**config.mk**
```make
export PLATFORM = sky130hd
export DESIGN_NAME = lapedge_cell
export DESIGN_NICKNAME = d
export VERILOG_FILES = /design/src/lapedge_pkg.sv /design/src/lapedge_cell.sv
export SDC_FILE = /design/constraint.sdc
export NUM_CORES = 1
export LEC_CHECK = 0
export ABC_AREA = 1
export ABC_CLOCK_PERIOD_IN_PS = 6300
export BUFFER_PORTS_ARGS = -buffer_cell sky130_fd_sc_hd__buf_2
export CORE_MARGIN = 2
export CORE_UTILIZATION = 40
export CTS_CLUSTER_DIAMETER = 120
export DETAILED_ROUTE_END_ITERATION = 10
export GPL_TIMING_DRIVEN = 0
export PLACE_DENSITY = 0.74
export SLEW_MARGIN = 30
export SYNTH_ARGS = -nofsm -noshare
export SYNTH_HDL_FRONTEND = slang
export SYNTH_SLANG_ARGS = --single-unit
```
**constraint.sdc**
```tcl
create_clock -name clk -period 6.3 [get_ports clk]
set_input_delay 1.89 -clock clk [delete_from_list [all_inputs] [get_ports clk]]
set_output_delay 1.89 -clock clk [all_outputs]
set_load 0.02 [all_outputs]
```
**src/lapedge_pkg.sv**
```systemverilog
// Types, register codes and per-channel arithmetic for the Laplacian edge filter.
// Used by lapedge_cell and laplacian_edge_3x3_rgb; depends on nothing.
package lapedge_pkg;

  localparam int CFG_IDX_W  = 2;
  localparam int CFG_DATA_W = 12;

  localparam logic [CFG_IDX_W-1:0] CFG_IMAGE_WIDTH  = 2'd0;
  localparam logic [CFG_IDX_W-1:0] CFG_IMAGE_HEIGHT = 2'd1;

  localparam logic [9:0]  WIDTH_RESET  = 10'd512;
  localparam logic [11:0] HEIGHT_RESET = 12'd288;

  typedef struct packed {
    logic [7:0] r;
    logic [7:0] g;
    logic [7:0] b;
  } pixel_t;

  // top, middle and bottom sample of one window column
  typedef struct packed {
    pixel_t top;
    pixel_t mid;
    pixel_t bot;
  } column_t;

  typedef struct packed {
    logic [9:0] r;
    logic [9:0] g;
    logic [9:0] b;
  } colsum_t;

  function automatic colsum_t col_sum(input column_t c);
    colsum_t s;
    s.r = 10'(c.top.r) + 10'(c.mid.r) + 10'(c.bot.r);
    s.g = 10'(c.top.g) + 10'(c.mid.g) + 10'(c.bot.g);
    s.b = 10'(c.top.b) + 10'(c.mid.b) + 10'(c.bot.b);
    return s;
  endfunction

  // 8*centre - neighbours == 9*centre - sum of all nine, clamped to 0..255
  function automatic logic [7:0] lap_chan(input logic [7:0] centre, input logic [9:0] sa,
                                          input logic [9:0] sb, input logic [9:0] sc);
    logic [11:0] nine;
    logic [11:0] total;
    logic [11:0] diff;
    logic [7:0]  res;
    nine  = {1'b0, centre, 3'b000} + 12'(centre);
    total = 12'(sa) + 12'(sb) + 12'(sc);
    diff  = nine - total;
    if (nine < total) begin
      res = 8'd0;
    end else if (diff > 12'd255) begin
      res = 8'd255;
    end else begin
      res = diff[7:0];
    end
    return res;
  endfunction

endpackage

```
**src/lapedge_cell.sv**
```systemverilog
// One window column cell: holds a column of three pixels and its per-channel sum,
// hands the column on to the next cell. Depends on lapedge_pkg.
module lapedge_cell (
  input  logic                 clk,
  input  logic                 en,
  input  lapedge_pkg::column_t col_in,
  output lapedge_pkg::column_t col_out,
  output lapedge_pkg::colsum_t sum_out
);

  always_ff @(posedge clk) begin
    if (en) begin
      col_out <= col_in;
      sum_out <= lapedge_pkg::col_sum(col_in);
    end
  end

endmodule
```
# [Word-level counts from Yosys, hierarchy flattened]
# Index checks and enable logic that the tools add are counted.
[totals] register_bits=102 output_inout_bits=102 word_cells=18 input_bits=74
[op_classes] add_sub_neg=6
[op_table] operator="adder 9 x 8 -> 10 bit" count=3
[op_table] operator="adder 8 x 8 -> 9 bit" count=3

# [Depth between registers and ports, before layout]
# Gate-level depths: netlist (run 1).
[logic_depth] ltp_word=2 depth_mapped=11 mapped_depth_nobuf=11

# [Worst setup path after synthesis (run 1)]
# No wires, ideal clock.
[synth_timing] path_type="input to register" from="input port col_in[9] (netlist bit)" to="register sum_out[17] (netlist bit) (data pin)" setup_time_ns=0.252 n_path_buf=0 slack_ns=2.700 arrival_ns=3.347 required_time_ns=6.048 path_stages=9 path_cell_list="fa_1 > ha_1 > fa_1 > nand2_1 > nand2_1 > nand3b_4 > nand2_1 > nand2_1 > nand2_1"
[synth_between] elab_chain_cells=1
[synth_lines] element="from (decl)" line_no="lapedge_cell.sv:6" text="input lapedge_pkg::column_t col_in,"
[synth_lines] element="adder 9 x 8 -> 10 bit" line_no="lapedge_pkg.sv:36" text="s.g = 10'(c.top.g) + 10'(c.mid.g) + 10'(c.bot.g);"
[synth_lines] element="to (signal assigned)" line_no="lapedge_cell.sv:14" text="sum_out <= lapedge_pkg::col_sum(col_in);"
[synth_lines] element="to (decl)" line_no="lapedge_cell.sv:8" text="output lapedge_pkg::colsum_t sum_out"
# No other way between the ends.
# A chain may end at the register's enable or synchronous reset.

# [Final worst setup path (run 1)]
[layout_timing] from="input port col_in[17] (netlist bit)" to="register sum_out[27] (netlist bit) (data pin)"
[layout_between] elab_chain_cells=1
[layout_lines] element="adder 9 x 8 -> 10 bit" line_no="lapedge_pkg.sv:35" text="s.r = 10'(c.top.r) + 10'(c.mid.r) + 10'(c.bot.r);"
# No other way between the ends.

==> results of run 1 <==
[layer usage]
metal	vias to the layer above	part of all wire (%)	track usage [%]
met4	0	2.3	6.83
met3	18	6.7	3.89
met2	123	48	23.7
li1	1478	-	-
met5	-	0	0
met1	1422	43	19.5
[worst max-delay path by stage]
stage | startpoint | endpoint | slack, ns | depth (start not counted)
finish | col_in[17] | sum_out[27] | 2.75 | 10
global route | col_in[17] | sum_out[27] | 2.67 | 10
CTS | col_in[17] | sum_out[27] | 2.75 | 10
detailed placement | col_in[17] | sum_out[27] | 2.39 | 10
global placement | col_in[17] | sum_out[27] | 2.38 | 10
floorplan | col_in[9] | sum_out[17] | 2.70 | 9
[logic make-up (layout without fill, tap and decap cells)]
logic type	count (synthesis)	in the layout
xor gates and xnor gates	9	9
buffers and inverters	56	248
DFF	102	102
adders and majority gates	48	48
AOI/OAI and AO/OA	10	10
and+or+nand+nor	105	105
[state kept, by name, indices dropped and copies added, names as in the netlist]
| signal | flops |
|---|---|
| col_out | 72 |
| sum_out | 30 |
[per-stage QoR]
step	cell area (sq um)	power, mW	util, %
after floorplan	4710	1.20	-
after global placement	5770	1.36	50.3
after detailed placement	5800	1.37	50.6
after CTS	6060	1.88	52.8
after global routing	6060	1.96	52.8
final	6060	1.85	52.8
[report_power, final]
| part | total [mW] | switching, mW | internal [mW] |
|---|---|---|---|
| sequential | 0.873 | 0.0209 | 0.852 |
| combinational | 0.482 | 0.304 | 0.178 |
| clock | 0.498 | 0.233 | 0.265 |
| total | 1.85 | 0.559 | 1.29 |
[cell type report]
cell class | instances | area (sq um) | area share [%]
flip-flops and latches | 102 | 3060 | 50.6
multi-input cells | 172 | 1440 | 23.7
repair buffers | 176 | 910 | 15.0
clock buffers | 11 | 233 | 3.84
inverters | 56 | 210 | 3.47
well taps | 143 | 179 | 2.95
clock inverters | 5 | 26.3 | 0.434
[critical path: cells and delay by family]
family	cells	cell delay (ns)
fa+ha+maj	3	1.20
buf+inv	1	0.12
simple gates	6	0.44
[layout by cell type (no fill, tap or decap), drive strengths merged]
cell,instances
or2,3
nand2,72
ha,21
fa,27
clkinvlp,1
buf,176
edfxtp,102
nand3,13
a21oi,8
and2,2
clkinv,4
nor2,10
xor2,4
clkbuf,11
o21ai,2
inv,56
xnor2,5
nand3b,4
nand4,1
==> summary.txt, run 1 <==
Status
  • Outcome: finished clean

Placed design
  • Post-DP HPWL: roughly 7.3 mm
  • Post-Place Cells: 649
  • Post-place setup slack: around 2.4 ns
  • GPL Wtd Cong: 0.775
  • Port-buffer cells: 175

Clock network
  • # clock sinks: 102
  • Clk buf depth: 2
  • Setup Buffers After CTS: 0
  • CTS root buf: clkbuf_16
  • CTS tree: yes
  • Post_cts resized: 0
  • Number of CTS-inserted buffers: 9
  • # hold bufs at CTS: 0
  • H-tree depth: 3
  • Clock slew at reported path FFs: approximately 0.07 ns

Setup path
  • Worst Path Required: 6.40 ns
  • CP Class: input port to register
  • Critical path data arrival time: 3.65 ns
  • CP Launch Type: input port
  • Critical path, cell by cell: buf_2 > fa_1 > ha_1 > fa_1 > nand2_1 > nand2_1 > nand3b_4 > nand2_1 > nand2_1 > nand2_1
  • Crit path max fanout: 3
  • Worst path max stage delay: 0.52 ns
  • Critical Path End Type: register
  • Worst path slowest cell: fa_1
  • Top cell by count, worst path: nand2_1

Synthesis
  • Post-synthesis mux area share: 0%
  • Simple logic cell fraction of the synthesized area: 10.7%
  • Complex-gate fraction of the synthesized area: 1.06%
  • Post-Syn Area per Cell: around 14 sq um
  • Post-synthesis cell count: 330
  • Post-synth EDFFs: 102
  • Xor and xnor area share after synthesis: 1.67%
  • Area share of the largest cell type after synthesis: 65.0%
  • Primary FF master, synth: edfxtp_1
  • Top cells by area, synth: edfxtp_1 (65%), fa_1 (11%), ha_1 (5.6%)
  • Synth top cells by count: edfxtp_1 (102), nand2_1 (69), inv_1 (55)
  • Largest family of logic cells by synthesized area: adder cells
  • Syn_nets: 452
  • Cell taking the most area after synthesis: edfxtp_1
  • Adder-Cell Fraction of Synth Area: between 15 and 20%
  • Async SR Flop Fraction: 0%
  • Synth Register Bits: approximately 100
  • Register area share after synthesis: between 60% and 70%
  • Synthesized cell area: approximately 0.0047 sq mm
  • Yosys warns: 0
  • Library cells used by synthesis: 20
  • Most common cell in the netlist: edfxtp_1

Floorplanning
  • CORE AREA: between 0.01 and 0.015 sq mm
  • Die height: 113 um
  • Cell row count: 39
  • Initial Util: 41.1%
  • Die span in x: 113 um
  • Num ports: 176
  • Die area: around 0.013 sq mm

Timing
  • Final hold violation count: 0
  • Worst hold slack: between 1.5 and 2 ns
  • Tightest Pin Transition: 0.481 ns
  • Slew Viols, Final: 0
  • Unrepaired setup endpoints after global routing: false
  • Final setup fails: 0
  • Setup TNS: 0 ns
  • Max Freq: between 0.2 and 0.3 GHz
  • Worst setup slack after layout: 2.75 ns
  • Worst rel slew slack: 67.9%
  • Min Tclk post-route: 3.55 ns
  • Period utilization: 56.4%

Global route
  • Antenna violations before repair: 0
  • GR Overflow Total: 0
  • Total track usage: 15.0%
  • First-pass GRT wire length: ~15 mm
  • Vias in the first global route: ~3000
  • Largest net degree at the start of global routing: 56

Final layout
  • Cell Count, Final, Fillers Out: 665
  • Fillers: approximately 1000
  • Area growth from synthesis to layout: 28.6%
  • Share of layout cells above drive strength 1: between 30 and 40%
  • ANT cells: 0
  • Total Nets Final: 639

Pwr
  • Pwr Density: 306 mW/mm^2
  • Peak supply drop: 0.180 mV
  • Leakage power: 2.83 nW

Detailed routing
  • Initial DRT Pass Iterations: 5
  • Routed via count: 3041
  • Final wirelength: 9.33 mm
  • WL/cell: 14.0 um
  • Final antenna-violating net count: 0
  • DRC viols: 0
  • Via-per-instance ratio: 4.57
  • Iteration-0 DRC Markers: 166

Min path
  • Hold EP: col_out[23]
  • Hold path depth: 1
  • Hold_sp: col_in[23]
  • Worst hold path type: input port to register

Job
  • Max Cap Viol: 0
(Power assumes the default switching activity.)
==> run 2, diff against run 1 <==
ABC_CLOCK_PERIOD_IN_PS = 3150   (was 6300)
PLACE_DENSITY = 0.77   (was 0.74)
clock period = 3.15 ns   (was 6.3 ns; I/O delays follow)
==> run 2 against run 1 <==
Effect of this change:
- final cell count down 0.15%
- clock power up 110%
- worst hold slack worse by 0.95 ns
- first-iteration DRC count down 0.60%
- flip-flop and latch count unchanged
- largest cell class unchanged
- global-route usage down 0.17 points
- sequential power up 99%
- sequential share of layout area down 0.18 points
- count of clock-buffer cells in the layout down 1
- worst setup slack worse by 2.2 ns
- routed wire length down 2.7%
==> summary.txt, run 2 (synthesis results as in run 1) <==
Placed design
  • GPL Wtd Cong: 0.765 (was 0.775)
  • Post-Place Cells: 649 (unchanged)
  • Post-place setup slack: 0.216 ns (was 2.39 ns)
  • Port-buffer cells: 175 (unchanged)
  • Post-DP Area: 0.00580 sq mm (unchanged)
  • Post-DP HPWL: 7.17 mm (was 7.31 mm)

Pwr
  • Total power: 3.77 mW (was 1.85 mW)
  • Pwr Density: 620 mW/mm^2 (was 306 mW/mm^2)
  • Leakage power: 2.84 nW (was 2.83 nW)
  • Peak supply drop: 0.372 mV (was 0.180 mV)

Job
  • Max Cap Viol: 0 (unchanged)

Setup path
  • CP Class: input port to register (unchanged)
  • Critical path data arrival time: 2.67 ns (was 3.65 ns)
  • Worst Path Required: 3.25 ns (was 6.40 ns)
  • Critical Path End Type: register (unchanged)
  • Crit path max fanout: 3 (unchanged)
  • CP Launch Type: input port (unchanged)

Final layout
  • Max reg flops: 72 (unchanged)
  • Largest Register: col_out (unchanged)
  • Largest regs: col_out (72), sum_out (30) (unchanged)
  • Fin area: 0.00608 sq mm (was 0.00606 sq mm)
  • Cell Count, Final, Fillers Out: 664 (was 665)
  • Share of layout cells above drive strength 1: 39.2% (was 39.1%)
  • Commonest non-fill, non-tap cell in the layout: buf_2 (unchanged)
  • ANT cells: 0 (unchanged)
  • Most frequent cells in the layout: buf_2 (174), edfxtp_1 (102), nand2_1 (69) (unchanged)
  • Total Nets Final: 639 (unchanged)
  • Area growth from synthesis to layout: 29.1% (was 28.6%)

Floorplanning
  • Cell row count: 39 (unchanged)
  • Die area: 0.0127 sq mm (unchanged)
  • Initial Util: 41.1% (unchanged)
  • Die span in x: 113 um (unchanged)
  • Die height: 113 um (unchanged)
  • CORE AREA: 0.0115 sq mm (unchanged)
  • Num ports: 176 (unchanged)

Global route
  • Antenna violations before repair: 0 (unchanged)
  • First-pass GRT wire length: 14.4 mm (was 14.6 mm)
  • Total track usage: 14.8% (was 15.0%)
  • Vias in the first global route: 3159 (was 3053)
  • Largest net degree at the start of global routing: 57 (was 56)
  • GR Overflow Total: 0 (unchanged)

Detailed routing
  • Final antenna-violating net count: 0 (unchanged)
  • Via-per-instance ratio: 4.60 (was 4.57)
  • Final wirelength: 9.08 mm (was 9.33 mm)
  • WL/cell: 13.7 um (was 14.0 um)
  • Iteration-0 DRC Markers: 165 (was 166)
  • Top layer in use: met4 (unchanged)
  • Routed via count: 3052 (was 3041)
  • DRC viols: 0 (unchanged)
  • Metal3 WL: 686 um (was 629 um)
  • Wire length on met2: 4.58 mm (was 4.46 mm)
  • Met1 WL: 3.53 mm (was 4.02 mm)
  • Initial DRT Pass Iterations: 4 (was 5)

Clock network
  • Post_cts resized: 0 (unchanged)
  • Number of CTS-inserted buffers: 9 (unchanged)
  • Clock slew at reported path FFs: 0.06 ns (was 0.07 ns)
  • CTS root buf: clkbuf_16 (unchanged)
  • Setup Buffers After CTS: 0 (unchanged)
  • CTS tree: yes (unchanged)
  • Clk buf depth: 2 (unchanged)
  • # hold bufs at CTS: 0 (unchanged)
  • # clock sinks: 102 (unchanged)
  • H-tree depth: 3 (unchanged)

Timing
  • Worst setup slack after layout: 0.575 ns (was 2.75 ns)
  • Min Tclk post-route: 2.58 ns
  • Final hold violation count: 0 (unchanged)
  • Max Freq: 0.388 GHz
  • Worst rel slew slack: 69.7% (was 67.9%)
  • Unrepaired setup endpoints after global routing: false (unchanged)
  • Tightest Pin Transition: 0.455 ns (was 0.481 ns)
  • Final setup fails: 0 (unchanged)
  • Setup TNS: 0 ns (unchanged)
  • Slew Viols, Final: 0 (unchanged)
  • Period utilization: approximately four fifths

Status
  • Outcome: finished clean (unchanged)

Min path
  • Worst hold path type: input port to register (unchanged)
==> run 2: cell types whose count changed in the layout (fill, tap and decap cells not counted), sizes merged <==
cell and delta:
clkinv -1, bufinv +1, clkbuf -1
==> run 2: critical path: stages <==
cell and delay [ns]:
buf_2 0.11, fa_1 0.47, ha_1 0.25, fa_1 0.41, nand2_1 0.09, nand2_1 0.11
nand3b_4 0.11, nand2_1 0.07, nand2_1 0.06, nand2_1 0.04
==> run 2: per-layer routing <==
layer / vias to the layer above / GRT usage (%)
li1: 1476 / -
met1: 1433 / 16.8
met2: 119 / 24.7
met3: 24 / 4.86
met4: 0 / 8.37
met5: - / 0
==> run 2: stage by stage <==
stage / hold slack, ns / util (%)
2_1_floorplan: 1.04 / -
3_3_place_gp: 1.14 / 50.3
3_5_place_dp: 1.14 / 50.6
4_1_cts: 0.774 / 53.0
5_1_grt: 0.776 / 53.0
6_report: 0.790 / 53.0
==> run 2: final timing paths <==
kind / from / to / cells past startpoint
setup / recovery: col_in[9] / sum_out[17] / 10
hold / removal: col_in[47] / col_out[47] / 1
==> run 2: final cells by class <==
cell class	count	area, sq um
Fill cell	974	5390
Sequential cell	102	3060
Multi-Input combinational cell	172	1440
Clock inverter	5	51.3
Inverter	56	210
Tap cell	143	179
Clock buffer	10	229
Timing Repair Buffer	176	910
==> run 2: power by group <==
part | switching, mW | leakage, nW | internal (mW) | total, mW
Clock | 0.457 | 0.136 | 0.606 | 1.06
Sequential | 0.0400 | 0.997 | 1.70 | 1.74
Combinational | 0.608 | 1.70 | 0.355 | 0.964
==> run 3, diff against run 2 <==
ABC_CLOCK_PERIOD_IN_PS = 2400   (was 3150)
PLACE_DENSITY = 0.74   (was 0.77)
clock period = 2.4 ns   (was 3.15 ns; I/O delays follow)
==> run 3 against run 2 <==
Effect of this change:
- final area down 0.47%
- total power up 28%
- critical endpoint is now sum_out[5]
- clock power up 19%
- core utilization down 0.25 points
- global-route usage up 0.056 points
- critical path type unchanged
- combinational power up 32%
- critical path depth down 2
- flip-flop and latch count unchanged
- first-iteration DRC count down 18%
- via count down 0.95%
- sequential share of layout area up 0.24 points
- final cell count down 0.15%
==> summary.txt, run 3 (synthesis results as in run 1) <==
Placed design
  • GPL Wtd Cong: 0.790 (was 0.765)
  • Post-place setup slack: -0.233 ns (was 0.216 ns)
  • Port-buffer cells: 175 (unchanged)
  • Post-DP HPWL: 7.29 mm (was 7.17 mm)

Setup path
  • CP Launch Type: input port (unchanged)
  • Critical Path End Type: register (unchanged)
  • Critical Path Start: col_in[1] (was col_in[9])
  • CP Class: input port to register (unchanged)
  • Crit path max fanout: 3 (unchanged)
  • Worst Path Required: 2.49 ns (was 3.25 ns)
  • Critical path data arrival time: 2.37 ns (was 2.67 ns)

Global route
  • Largest net degree at the start of global routing: 61 (was 57)
  • Antenna violations before repair: 0 (unchanged)
  • Total track usage: 14.8% (about the same)
  • Vias in the first global route: 3169 (was 3159)
  • GR Overflow Total: 0 (unchanged)
  • First-pass GRT wire length: 14.6 mm (was 14.4 mm)

Clock network
  • # hold bufs at CTS: 0 (unchanged)
  • CTS tree: yes (unchanged)
  • # clock sinks: 102 (unchanged)
  • Clock slew at reported path FFs: 0.06 ns (about the same)
  • Clk buf depth: 2 (unchanged)
  • Post_cts resized: 0 (unchanged)
  • H-tree depth: 3 (unchanged)
  • CTS root buf: clkbuf_16 (unchanged)
  • Setup Buffers After CTS: 0 (unchanged)
  • Number of CTS-inserted buffers: 9 (unchanged)

Detailed routing
  • Initial DRT Pass Iterations: 4 (unchanged)
  • DRC viols: 0 (unchanged)
  • Via-per-instance ratio: 4.56 (was 4.60)
  • Final antenna-violating net count: 0 (unchanged)
  • Final wirelength: 9.20 mm (was 9.08 mm)
  • Routed via count: 3023 (was 3052)
  • WL/cell: 13.9 um (was 13.7 um)
  • Iteration-0 DRC Markers: 136 (was 165)

Final layout
  • ANT cells: 0 (unchanged)
  • Largest regs: col_out (72), sum_out (30) (unchanged)
  • Most frequent cells in the layout: buf_2 (174), edfxtp_1 (102), nand2_1 (69) (unchanged)
  • Total Nets Final: 639 (unchanged)
  • Share of layout cells above drive strength 1: 39.2% (about the same)
  • Commonest non-fill, non-tap cell in the layout: buf_2 (unchanged)
  • Area growth from synthesis to layout: 28.4% (was 29.1%)
  • Largest Register: col_out (unchanged)
  • Max reg flops: 72 (unchanged)

Status
  • Outcome: finished clean (unchanged)

Pwr
  • Leakage power: 2.82 nW (was 2.84 nW)
  • Pwr Density: 796 mW/mm^2 (was 620 mW/mm^2)
  • Peak supply drop: 0.433 mV (was 0.372 mV)

Min path
  • Hold_sp: col_in[23] (was col_in[47])
  • Worst hold path type: input port to register (unchanged)

Floorplanning
  • Die height: 113 um (unchanged)
  • Cell row count: 39 (unchanged)
  • Die area: 0.0127 sq mm (unchanged)
  • Num ports: 176 (unchanged)
  • Initial Util: 41.1% (unchanged)
  • Die span in x: 113 um (unchanged)
  • CORE AREA: 0.0115 sq mm (unchanged)

Timing
  • Worst setup slack after layout: 0.123 ns (was 0.575 ns)
  • Min Tclk post-route: 2.28 ns
  • Period utilization: 94.9%
  • Setup TNS: 0 ns (unchanged)
  • Slew Viols, Final: 0 (unchanged)
  • Final hold violation count: 0 (unchanged)
  • Tightest Pin Transition: 0.427 ns (was 0.455 ns)
  • Unrepaired setup endpoints after global routing: false (unchanged)
  • Final setup fails: 0 (unchanged)
  • Max Freq: 0.439 GHz
  • Worst rel slew slack: 71.6% (was 69.7%)

Job
  • Max Cap Viol: 0 (unchanged)
==> run 3: area by class of cell <==
class,instances,area (sq um)
Clock buffer,11,233
Clock inverter,3,13.8
Fill cell,931,5420
Inverter,56,210
Multi-Input combinational cell,172,1440
Sequential cell,102,3060
Tap cell,143,179
Timing Repair Buffer,176,910
==> run 3: path summary, 6_finish.rpt <==
| path | end | cells after the start |
|---|---|---|
| hold / removal | col_out[23] | 1 |
| setup / recovery | sum_out[5] | 8 |
==> run 3: metrics by stage <==
step	power [mW]	utilization, %	instances	area [sq um]	hold slack, ns
after detailed placement	3.61	50.6	649	5800	0.915
after global placement	3.56	50.3	648	5770	0.913
after global routing	5.08	52.8	663	6050	0.558
after CTS	4.89	52.8	663	6050	0.550
final	4.82	52.8	663	6050	0.568
after floorplan	3.15	-	330	4720	0.819
==> run 3: worst max-delay path, cell delays in order <==
cell     delay, ns
buf_2         0.11
fa_1          0.54
ha_1          0.17
inv_1         0.06
fa_1          0.42
nor2_1        0.15
nor2_1        0.07
xnor2_1       0.12
==> run 3: power breakdown <==
| group | switching [mW] | internal [mW] | total [mW] |
|---|---|---|---|
| logic | 0.805 | 0.469 | 1.27 |
| clock network | 0.576 | 0.685 | 1.26 |
| registers | 0.0485 | 2.24 | 2.28 |
==> run 3: layer usage <==
metal / vias to the layer above / track usage [%] / share of wire [%]
met2: 113 / 24.7 / 50
met1: 1412 / 17.0 / 40
met5: - / 0 / 0
met4: 0 / 8.37 / 3.3
li1: 1476 / - / -
met3: 22 / 4.75 / 7.3
